### src/sv/ths_pkg.sv
// Shared types, flag codes and connection state codes for the TCP handshake responder.
package ths_pkg;

    // TCP flag bits and the flag combinations that the responder recognizes.
    localparam logic [7:0] FL_FIN     = 8'h01;
    localparam logic [7:0] FL_SYN     = 8'h02;
    localparam logic [7:0] FL_RST     = 8'h04;
    localparam logic [7:0] FL_PSH     = 8'h08;
    localparam logic [7:0] FL_ACK     = 8'h10;
    localparam logic [7:0] FL_SYN_ACK = FL_SYN | FL_ACK;
    localparam logic [7:0] FL_ACK_PSH = FL_ACK | FL_PSH;
    localparam logic [7:0] FL_FIN_ACK = FL_FIN | FL_ACK;

    // Connection state codes as they appear on the reply.
    localparam logic [2:0] ST_CLOSED      = 3'd0;
    localparam logic [2:0] ST_HALF_OPEN   = 3'd1;
    localparam logic [2:0] ST_ESTABLISHED = 3'd2;
    localparam logic [2:0] ST_FIN_SEEN    = 3'd3;
    localparam logic [2:0] ST_FIN_SENT    = 3'd4;

    // Received segment header.
    typedef struct packed {
        logic [47:0] src_mac;
        logic [47:0] dst_mac;
        logic [31:0] src_ip;
        logic [31:0] dst_ip;
        logic [15:0] src_port;
        logic [15:0] dst_port;
        logic [7:0]  seg_flags;
        logic [31:0] seg_seq;
        logic [31:0] seg_ack;
        logic [15:0] payload_len;
    } seg_t;

    // Reply descriptor.
    typedef struct packed {
        logic        send;
        logic        data_ready;
        logic [47:0] reply_dst_mac;
        logic [47:0] reply_src_mac;
        logic [31:0] reply_dst_ip;
        logic [31:0] reply_src_ip;
        logic [15:0] reply_dst_port;
        logic [15:0] reply_src_port;
        logic [7:0]  reply_flags;
        logic [31:0] reply_seq;
        logic [31:0] reply_ack;
        logic [2:0]  conn_state;
    } reply_t;

    // Segment class decided from the flag byte alone.
    typedef enum logic [2:0] {
        EV_NONE,
        EV_SYN,
        EV_SYN_ACK,
        EV_ACK,
        EV_ACK_PSH,
        EV_FIN_ACK
    } event_t;

    // Classified segment as it travels from the front end to the engine.
    typedef struct packed {
        seg_t        hdr;
        event_t      ev;
        logic [31:0] seq_plus_one;
        logic [31:0] seq_plus_len;
        logic [31:0] ack_minus_one;
    } cls_item_t;

endpackage

### src/sv/ths_classify.sv
// Front end: classifies each received segment and precomputes the sequence arithmetic.
module ths_classify (
    input  logic               clk,
    input  logic               rst_n,
    input  logic               seg_valid,
    output logic               seg_ready,
    input  ths_pkg::seg_t      seg,
    output logic               cls_valid,
    input  logic               cls_ready,
    output ths_pkg::cls_item_t cls
);

    logic               cls_valid_reg;
    ths_pkg::cls_item_t cls_reg;
    ths_pkg::cls_item_t cls_next;
    ths_pkg::event_t    ev;

    // The flag byte must match a recognized combination exactly.
    always_comb
    begin
        case (seg.seg_flags)
            ths_pkg::FL_SYN:     ev = ths_pkg::EV_SYN;
            ths_pkg::FL_SYN_ACK: ev = ths_pkg::EV_SYN_ACK;
            ths_pkg::FL_ACK:     ev = ths_pkg::EV_ACK;
            ths_pkg::FL_ACK_PSH: ev = ths_pkg::EV_ACK_PSH;
            ths_pkg::FL_FIN_ACK: ev = ths_pkg::EV_FIN_ACK;
            default:             ev = ths_pkg::EV_NONE;
        endcase
    end

    always_comb
    begin
        cls_next.hdr           = seg;
        cls_next.ev            = ev;
        cls_next.seq_plus_one  = seg.seg_seq + 32'd1;
        cls_next.seq_plus_len  = seg.seg_seq + {16'd0, seg.payload_len};
        cls_next.ack_minus_one = seg.seg_ack - 32'd1;
    end

    assign seg_ready = !cls_valid_reg || cls_ready;

    always_ff @(posedge clk or negedge rst_n)
    begin
        if (!rst_n)
        begin
            cls_valid_reg <= 1'b0;
        end
        else if (seg_ready)
        begin
            cls_valid_reg <= seg_valid;
        end
    end

    always_ff @(posedge clk)
    begin
        if (seg_valid && seg_ready)
        begin
            cls_reg <= cls_next;
        end
    end

    assign cls_valid = cls_valid_reg;
    assign cls       = cls_reg;

endmodule

### src/sv/ths_queue.sv
// Two-entry queue that decouples the classifier from the connection engine.
module ths_queue (
    input  logic               clk,
    input  logic               rst_n,
    input  logic               wr_valid,
    output logic               wr_ready,
    input  ths_pkg::cls_item_t wr_item,
    output logic               rd_valid,
    input  logic               rd_ready,
    output ths_pkg::cls_item_t rd_item
);

    ths_pkg::cls_item_t entry_reg [2];
    logic               wr_ptr_reg;
    logic               rd_ptr_reg;
    logic [1:0]         count_reg;
    logic [1:0]         count_next;
    logic               push;
    logic               pop;

    assign wr_ready = (count_reg != 2'd2);
    assign rd_valid = (count_reg != 2'd0);
    assign rd_item  = entry_reg[rd_ptr_reg];
    assign push     = wr_valid && wr_ready;
    assign pop      = rd_valid && rd_ready;

    always_comb
    begin
        count_next = count_reg;
        if (push && !pop)
        begin
            count_next = count_reg + 2'd1;
        end
        else if (pop && !push)
        begin
            count_next = count_reg - 2'd1;
        end
    end

    always_ff @(posedge clk or negedge rst_n)
    begin
        if (!rst_n)
        begin
            wr_ptr_reg <= 1'b0;
            rd_ptr_reg <= 1'b0;
            count_reg  <= 2'd0;
        end
        else
        begin
            if (push)
            begin
                wr_ptr_reg <= !wr_ptr_reg;
            end
            if (pop)
            begin
                rd_ptr_reg <= !rd_ptr_reg;
            end
            count_reg <= count_next;
        end
    end

    always_ff @(posedge clk)
    begin
        if (push)
        begin
            entry_reg[wr_ptr_reg] <= wr_item;
        end
    end

endmodule

### src/sv/ths_engine.sv
// Back end: connection state machine that turns classified segments into replies.
module ths_engine (
    input  logic               clk,
    input  logic               rst_n,
    input  logic               cls_valid,
    output logic               cls_ready,
    input  ths_pkg::cls_item_t cls,
    output logic               reply_valid,
    input  logic               reply_ready,
    output ths_pkg::reply_t    reply
);

    typedef enum logic [2:0] {
        CLOSED      = ths_pkg::ST_CLOSED,
        HALF_OPEN   = ths_pkg::ST_HALF_OPEN,
        ESTABLISHED = ths_pkg::ST_ESTABLISHED,
        FIN_SEEN    = ths_pkg::ST_FIN_SEEN,
        FIN_SENT    = ths_pkg::ST_FIN_SENT
    } phase_t;

    phase_t          phase_reg;
    phase_t          phase_next;
    logic            client_reg;
    logic            client_next;
    logic [31:0]     sent_seq_reg;
    logic [31:0]     sent_seq_next;
    logic [31:0]     sent_ack_reg;
    logic [31:0]     sent_ack_next;
    logic            reply_valid_reg;
    ths_pkg::reply_t reply_reg;
    ths_pkg::reply_t reply_next;
    logic            take;

    assign take      = cls_valid && (!reply_valid_reg || reply_ready);
    assign cls_ready = take;

    always_comb
    begin
        phase_next    = phase_reg;
        client_next   = client_reg;
        sent_seq_next = sent_seq_reg;
        sent_ack_next = sent_ack_reg;

        reply_next.send           = 1'b0;
        reply_next.data_ready     = 1'b0;
        reply_next.reply_dst_mac  = cls.hdr.src_mac;
        reply_next.reply_src_mac  = cls.hdr.dst_mac;
        reply_next.reply_dst_ip   = cls.hdr.src_ip;
        reply_next.reply_src_ip   = cls.hdr.dst_ip;
        reply_next.reply_dst_port = cls.hdr.src_port;
        reply_next.reply_src_port = cls.hdr.dst_port;
        reply_next.reply_flags    = cls.hdr.seg_flags;
        reply_next.reply_seq      = cls.hdr.seg_seq;
        reply_next.reply_ack      = cls.hdr.seg_ack;

        if (cls.ev == ths_pkg::EV_FIN_ACK)
        begin
            // Teardown is honored in every phase and goes straight to FIN_SENT; FIN_SEEN is never used.
            reply_next.reply_flags = ths_pkg::FL_FIN_ACK;
            reply_next.reply_seq   = cls.hdr.seg_ack;
            reply_next.reply_ack   = cls.seq_plus_one;
            reply_next.send        = 1'b1;
            phase_next             = FIN_SENT;
        end
        else
        begin
            case (phase_reg)
                CLOSED:
                begin
                    if (cls.ev == ths_pkg::EV_SYN || cls.ev == ths_pkg::EV_SYN_ACK)
                    begin
                        reply_next.reply_seq = cls.hdr.seg_ack;
                        reply_next.reply_ack = cls.seq_plus_one;
                        reply_next.send      = 1'b1;
                        sent_seq_next        = cls.hdr.seg_ack;
                        sent_ack_next        = cls.seq_plus_one;
                        if (cls.ev == ths_pkg::EV_SYN)
                        begin
                            reply_next.reply_flags = ths_pkg::FL_SYN_ACK;
                            client_next            = 1'b0;
                            phase_next             = HALF_OPEN;
                        end
                        else
                        begin
                            reply_next.reply_flags = ths_pkg::FL_ACK;
                            client_next            = 1'b1;
                            phase_next             = ESTABLISHED;
                        end
                    end
                end
                HALF_OPEN:
                begin
                    if (cls.ev == ths_pkg::EV_ACK && sent_seq_reg == cls.ack_minus_one
                        && sent_ack_reg == cls.hdr.seg_seq)
                    begin
                        phase_next = ESTABLISHED;
                    end
                end
                ESTABLISHED:
                begin
                    if (cls.ev == ths_pkg::EV_ACK_PSH)
                    begin
                        reply_next.reply_seq  = cls.hdr.seg_ack;
                        reply_next.reply_ack  = cls.seq_plus_len;
                        reply_next.data_ready = 1'b1;
                        if (client_reg)
                        begin
                            reply_next.reply_flags = ths_pkg::FL_ACK;
                            reply_next.send        = 1'b1;
                        end
                    end
                end
                FIN_SENT:
                begin
                    phase_next = CLOSED;
                end
                default:
                begin
                    phase_next = phase_reg;
                end
            endcase
        end

        reply_next.conn_state = phase_next;
    end

    always_ff @(posedge clk or negedge rst_n)
    begin
        if (!rst_n)
        begin
            phase_reg       <= CLOSED;
            client_reg      <= 1'b0;
            sent_seq_reg    <= 32'd0;
            sent_ack_reg    <= 32'd0;
            reply_valid_reg <= 1'b0;
        end
        else
        begin
            if (take)
            begin
                phase_reg    <= phase_next;
                client_reg   <= client_next;
                sent_seq_reg <= sent_seq_next;
                sent_ack_reg <= sent_ack_next;
                reply_reg    <= reply_next;
            end
            if (take)
            begin
                reply_valid_reg <= 1'b1;
            end
            else if (reply_ready)
            begin
                reply_valid_reg <= 1'b0;
            end
        end
    end

    assign reply_valid = reply_valid_reg;
    assign reply       = reply_reg;

endmodule

### src/sv/tcp_handshake_responder.sv
// Top level of the single-connection TCP handshake responder.
//
//   Channel   Handshake                   Payload             Transfer carries
//   segment   seg_valid / seg_ready       seg   (seg_t)       one received segment header
//   reply     reply_valid / reply_ready   reply (reply_t)     one reply descriptor
//
// Every accepted segment produces exactly one reply, in order.
// Throughput is one segment per clock while reply_ready stays high; the connection engine decides one
// segment per cycle from its state registers and one compare set.
// A transferred segment is registered in the classifier register, then in the
// two-entry queue and then in the engine output register, which drives
// reply_valid.
// rst_n clears the connection to CLOSED with server role and zero recorded
// seq and ack, and empties every stage.
// A stalled reply channel fills the output register, then the queue, then the
// classifier register before seg_ready drops; each side stalls on its own.
//
// The front end classifies the flag byte and precomputes seq+1, seq+length
// and ack-1, so the engine only compares and selects. The engine applies
// FIN|ACK in any state, answers SYN and SYN|ACK in CLOSED, checks the
// handshake ACK against the recorded seq and ack in HALF_OPEN, handles
// ACK|PSH data in ESTABLISHED and returns to CLOSED from FIN_SENT.
// Addresses and ports are always swapped in the reply.
module tcp_handshake_responder (
    input  logic            clk,
    input  logic            rst_n,
    input  logic            seg_valid,
    output logic            seg_ready,
    input  ths_pkg::seg_t   seg,
    output logic            reply_valid,
    input  logic            reply_ready,
    output ths_pkg::reply_t reply
);

    logic               cls_valid;
    logic               cls_ready;
    ths_pkg::cls_item_t cls;
    logic               q_valid;
    logic               q_ready;
    ths_pkg::cls_item_t q_item;

    ths_classify u_classify (
        .clk       (clk),
        .rst_n     (rst_n),
        .seg_valid (seg_valid),
        .seg_ready (seg_ready),
        .seg       (seg),
        .cls_valid (cls_valid),
        .cls_ready (cls_ready),
        .cls       (cls)
    );

    ths_queue u_queue (
        .clk      (clk),
        .rst_n    (rst_n),
        .wr_valid (cls_valid),
        .wr_ready (cls_ready),
        .wr_item  (cls),
        .rd_valid (q_valid),
        .rd_ready (q_ready),
        .rd_item  (q_item)
    );

    ths_engine u_engine (
        .clk         (clk),
        .rst_n       (rst_n),
        .cls_valid   (q_valid),
        .cls_ready   (q_ready),
        .cls         (q_item),
        .reply_valid (reply_valid),
        .reply_ready (reply_ready),
        .reply       (reply)
    );

`ifndef SYNTHESIS
    // Delivered payload only happens in the established state.
    a_data_in_established: assert property (@(posedge clk) disable iff (!rst_n)
        reply_valid && reply.data_ready |-> reply.conn_state == ths_pkg::ST_ESTABLISHED)
        else $error("data_ready reply outside ESTABLISHED");

    // A reply that lands in FIN_SENT is always the FIN|ACK answer.
    a_fin_sent_reply: assert property (@(posedge clk) disable iff (!rst_n)
        reply_valid && reply.conn_state == ths_pkg::ST_FIN_SENT
        |-> reply.send && reply.reply_flags == ths_pkg::FL_FIN_ACK)
        else $error("FIN_SENT reached without FIN|ACK reply");

    // The state on a reply never leaves the defined range.
    a_state_range: assert property (@(posedge clk) disable iff (!rst_n)
        reply_valid |-> reply.conn_state <= ths_pkg::ST_FIN_SENT)
        else $error("reply carries an undefined connection state");

    // A SYN|ACK reply is only sent when entering HALF_OPEN.
    a_syn_ack_state: assert property (@(posedge clk) disable iff (!rst_n)
        reply_valid && reply.send && reply.reply_flags == ths_pkg::FL_SYN_ACK
        |-> reply.conn_state == ths_pkg::ST_HALF_OPEN)
        else $error("SYN|ACK reply sent outside passive open");
`endif

endmodule
### config.mk
export PLATFORM = sky130hd
export DESIGN_NAME = tcp_handshake_responder
export DESIGN_NICKNAME = d
export VERILOG_FILES = /design/src/sv/ths_pkg.sv /design/src/sv/ths_classify.sv /design/src/sv/ths_queue.sv /design/src/sv/ths_engine.sv /design/src/sv/tcp_handshake_responder.sv
export SDC_FILE = /design/constraint.sdc
export NUM_CORES = 1
export LEC_CHECK = 0
export BUFFER_PORTS_ARGS = -buffer_cell sky130_fd_sc_hd__buf_4
export CAP_MARGIN = 10
export CORE_MARGIN = 2
export CORE_UTILIZATION = 53
export DETAILED_ROUTE_END_ITERATION = 8
export MAX_ROUTING_LAYER = met4
export PLACE_DENSITY = 0.8
export SYNTH_ARGS = -nofsm -noshare
export SYNTH_HDL_FRONTEND = slang
export SYNTH_HIERARCHICAL = 1
export SYNTH_SLANG_ARGS = --single-unit
### constraint.sdc
create_clock -name clk -period 16.4 [get_ports clk]
set_clock_uncertainty 0.1 [all_clocks]
set_input_delay 1.64 -clock clk [delete_from_list [all_inputs] [get_ports clk]]
set_output_delay 1.64 -clock clk [all_outputs]
set_load 0.05 [all_outputs]
# After elaboration in Yosys (flattened, before gate mapping)
# Memories as Yosys holds them, arrays and structs flattened.
# Index checks and enable logic that the tools add are counted.
[op_classes]
add_sub_neg = 5
n_mul = 0
div_mod_pow = 0
n_lt_le_gt_ge = 0
n_eq_ne = 16
shifts = 0
muxes = 23
bitwise = 2
reduce_logical = 24
[ops]
columns = ["cell", "n"]
rows = [
  ["72-bit 2-to-1 mux", 2],
  ["72-bit case mux with 2 select lines", 1],
  ["32-bit equality test", 2],
  ["64-bit 2-to-1 mux", 1],
  ["32-bit by 1-bit adder with 32-bit output (second input constant)", 1],
  ["32-bit by 16-bit adder with 32-bit output", 1],
  ["8-bit by 5-bit equality test with 1-bit output (second input constant)", 4],
  ["32-bit by 1-bit subtractor with 32-bit output (second input constant)", 1],
  ["3-bit case mux with 5 select lines", 1],
  ["2-bit 2-to-1 mux", 5],
  ["3-bit by 2-bit equality test with 1-bit output (second input constant)", 3],
  ["3-bit equality test (second input constant)", 3],
  ["3-bit 2-to-1 mux", 3],
  ["3-bit case mux with 3 select lines", 1],
  ["8-bit by 2-bit equality test with 1-bit output (second input constant)", 1],
  ["1-bit logical AND", 8],
  ["8-bit 2-to-1 mux", 1],
  ["1-bit 2-to-1 mux", 7],
  ["3-bit by 1-bit equality test with 1-bit output (second input constant)", 2],
  ["1-bit logical NOT", 6],
  ["2-bit nonzero test", 3],
  ["4-bit AND reduction", 1],
  ["3-bit logical NOT", 1],
  ["1-bit logical OR", 3],
  ["other kinds (7)", 8],
]
[totals]
register_bits = 722
latchBits = 0
mem_bits_rw = 758
mem_bits_ro = 0
out_inout_bits = 271
word_cells = 106
memories = 1
[mem_list]
columns = ["memory", "words", "width", "read_ports", "rd_ports_with_merged_regs", "write_ports", "line", "text"]
rows = [
  ["u_queue.entry_reg", 2, 379, 1, 0, 1, "ths_queue.sv:13", "ths_pkg::cls_item_t entry_reg [2];"],
]

# Depth between registers and ports, before layout
[depth]
depth_word = 7
mapped_depth = 12

# Modules after synthesis
# Netlist, hierarchy kept.
[modules_own_cells]
columns = ["module", "n_inst", "cells_per_inst", "area_per_inst_um2"]
rows = [
  ["ths_queue", 1, 1197, 28349.7],
  ["ths_classify", 1, 687, 13593.0],
  ["ths_engine", 1, 731, 12708.4],
]

# Worst setup path after synthesis
# OpenSTA, ideal clock, no wires.
[synth_path]
kind = "register to register"
start = "reg u_queue.count_reg[0]"
end = "mem u_queue/entry_reg[0][0] (netlist name) (enable)"
setup_time_ps = 1128
arrival_time_ps = 16297
required_ps = 15172
slack_ps = -1125
stages_incl_launch_ff = 4
path_cell_list = "dfrtp_1 > nand2b_1 > nand2_1 > nor2_1"
[synth_between]
elab_chain_cells = 4
[synth_lines]
columns = ["element", "line", "text"]
rows = [
  ["start, declared", "ths_queue.sv:16", "logic [1:0] count_reg;"],
  ["start signal, assigned", "ths_queue.sv:58", "count_reg <= count_next;"],
  ["2-bit != test", "ths_queue.sv:21", "assign wr_ready = (count_reg != 2'd2);"],
  ["net cls_ready", "tcp_handshake_responder.sv:36", "logic cls_ready;"],
  ["1-bit logical AND", "ths_queue.sv:24", "assign push = wr_valid && wr_ready;"],
  ["1-bit 2-to-1 mux", "ths_queue.sv:64", "if (push)"],
  ["1-bit 2-to-1 mux (implied by the code)", "ths_queue.sv:66", "entry_reg[wr_ptr_reg] <= wr_item;"],
  ["end, declared", "ths_queue.sv:13", ""],
]
# The timed path passes the listed nets, and every way through them passes these cells.

==> flow_summary_export.csv <==
group,metric,value,unit
run_status,status,"completed",
worst_hold_path,hold_path_depth,0,
floorplan,ios,555,
timing,whs,0.329,ns
floorplan,initial_core_util,53.3,%
placement,portBuffers,554,
grt,overflow,0,
synth,synth_cells,2550,
timing,slew_headroom,17.7,%
clocking,cts.clk_slew.worst_paths,0.06,ns
layout,fillers,6529,
layout,area_growth_syn_to_layout,18.6,%
placement,dp_hpwl,76300,um
clocking,cts_buffer_depth,3,
grt,global_route.usage.total,23.6,%
layout,fin_nets,3498,
critical_path,critPathLaunchType,"register",
clocking,insertion_delay,0.73,ns
power_and_ir_drop,vdd.ir_drop.worst,158,uV
layout,largest_reg_flops,726,
drt,drt_first_iter_violations,2509,
clocking,cts_buffers,138,
layout,multi_input_area,9830,um2
timing,fin_crit_sh,31.5,%
drt,via_per_inst,5.62,
critical_path,r2r_slack,11.23,ns
run,cap_violations,0,
grt,antenna_found_initial,10,
clocking,cts_root_buf,"clkbuf_16",
grt,grt_pass1_wl,172000,um
power_and_ir_drop,leakagePower,0.0228,uW
clocking,clock_sinks,1432,
power_and_ir_drop,p_per_area,197,nW/um2
critical_path,arrival,5.53,ns
floorplan,chipHeight,320,um
grt,grt_start_max_net_pins,166,
critical_path,path_class,"register to register",
drt,drcViolationCount,0,
layout,regArea,42600,um2
floorplan,design.die.area,103000,um2
drt,dr_total_vias,25900,
critical_path,endpoint_kind,"register",
worst_hold_path,hold_path_class,"register to register",
floorplan,row_count,116,
drt,drt-total-wl,118000,um
drt,ant_nets,0,
drt,firstDrtPassIters,6,
synth,yosys_warnings,6,
clocking,cts_resized,0,
drt,routedWlPerCell,25.7,um
timing,drv_slew,0,
clocking,holdBufCountCts,0,
critical_path,crit_required,16.77,ns
clocking,post_cts_buffers,0,
timing,rsz0062_at_grt,"false",
synth,syn_area_per_cell,20.8,um2
timing,tightestPinTransition,1.23,ns
grt,grt_pass1_vias,26300,
timing,setup_viol,0,
timing,max_freq,194,MHz
floorplan,die_w,320,um
timing,tns,0,ns
layout,drive_gt1_share,37.7,%
synth,synth_nets,2854,
floorplan,core,99600,um2
synth,synth_area,53000,um2
critical_path,worstPathMaxFanout,122,
placement,place_congestion,0.823,
clocking,cts_tree,"built",
timing,period_needed,5.17,ns
timing,hold_viol,0,
critical_path,rr_worst_depth,8,
clocking,htreeDepth,4,
## power breakdown
part,internal [uW],switching [uW]
clock network,1720,1300
logic,1340,2220
registers,5370,416
total,8430,3930
## worst max-delay path, stage by stage (launching register included)
cell and delay [ns]:
dfrtp_4 0.75, buf_4 0.82, buf_12 0.71, mux2_2 0.40, nor3_1 0.09, and4b_2 0.25
buf_4 0.27, nor2_4 1.00, mux2_2 0.43
## through the flow
step,setup WS (ns),area [um2],util [%],power (uW),cells
floorplan,5.72,53000,-,8520,2550
global placement,11.06,58600,58.8,9270,4352
detailed placement,10.98,58600,58.8,9390,4352
CTS,11.09,62900,63.1,12400,4596
global route,11.01,62900,63.2,12800,4605
finish,11.23,62900,63.2,12400,4606
## path summary, 6_finish.rpt
path | endpoint | start
setup / recovery | u_engine/reply[36] | u_queue/rd_ptr_reg
hold / removal | u_queue/entry_reg[0][276] | u_classify/cls[276]
setup reg to reg | u_engine/reply[36] | u_queue/rd_ptr_reg
hold reg to reg | u_queue/entry_reg[0][276] | u_classify/cls[276]
max in group asynchronous | u_queue/rd_ptr_reg | rst_n
min in group asynchronous | u_engine/sent_ack_reg[4] | rst_n
## layout make-up
type | instances | area share [%]
sequential | 1432 | 67.8
multi-input combinational | 1022 | 15.6
timing repair buffer | 581 | 7.01
clock buffer | 186 | 6.07
tap | 1298 | 2.58
clock inverter | 58 | 0.756
inverter | 19 | 0.113
antenna | 10 | 0.0398
## layout by cell type, fill, tap and decap left out, types with 19 or more instances in the layout
cell type     n
edfxtp_1   1358
xor2_1       50
dfrtp_1      73
nor2_1       25
inv_1        19
clkbuf_16   142
mux2_4      200
buf_4       577
clkinv_1     22
nand2b_1     19
clkbuf_1     34
ha_1         19
o21ai_0      47
a22oi_1      32
mux2_2      244
xnor2_1      92
nand2_1      77
nand4_1      21
## per-layer routing
| metal | vias up | track usage [%] | routed length, um |
|---|---|---|---|
| met1 | 13100 | 28.9 | 45200 |
| li1 | 11300 | - | - |
| met3 | 192 | 5.05 | 9260 |
| met2 | 1297 | 39.0 | 60500 |
| met4 | 0 | 8.09 | 3500 |
| met5 | - | - | 0 |
(Power assumes the default switching activity.)
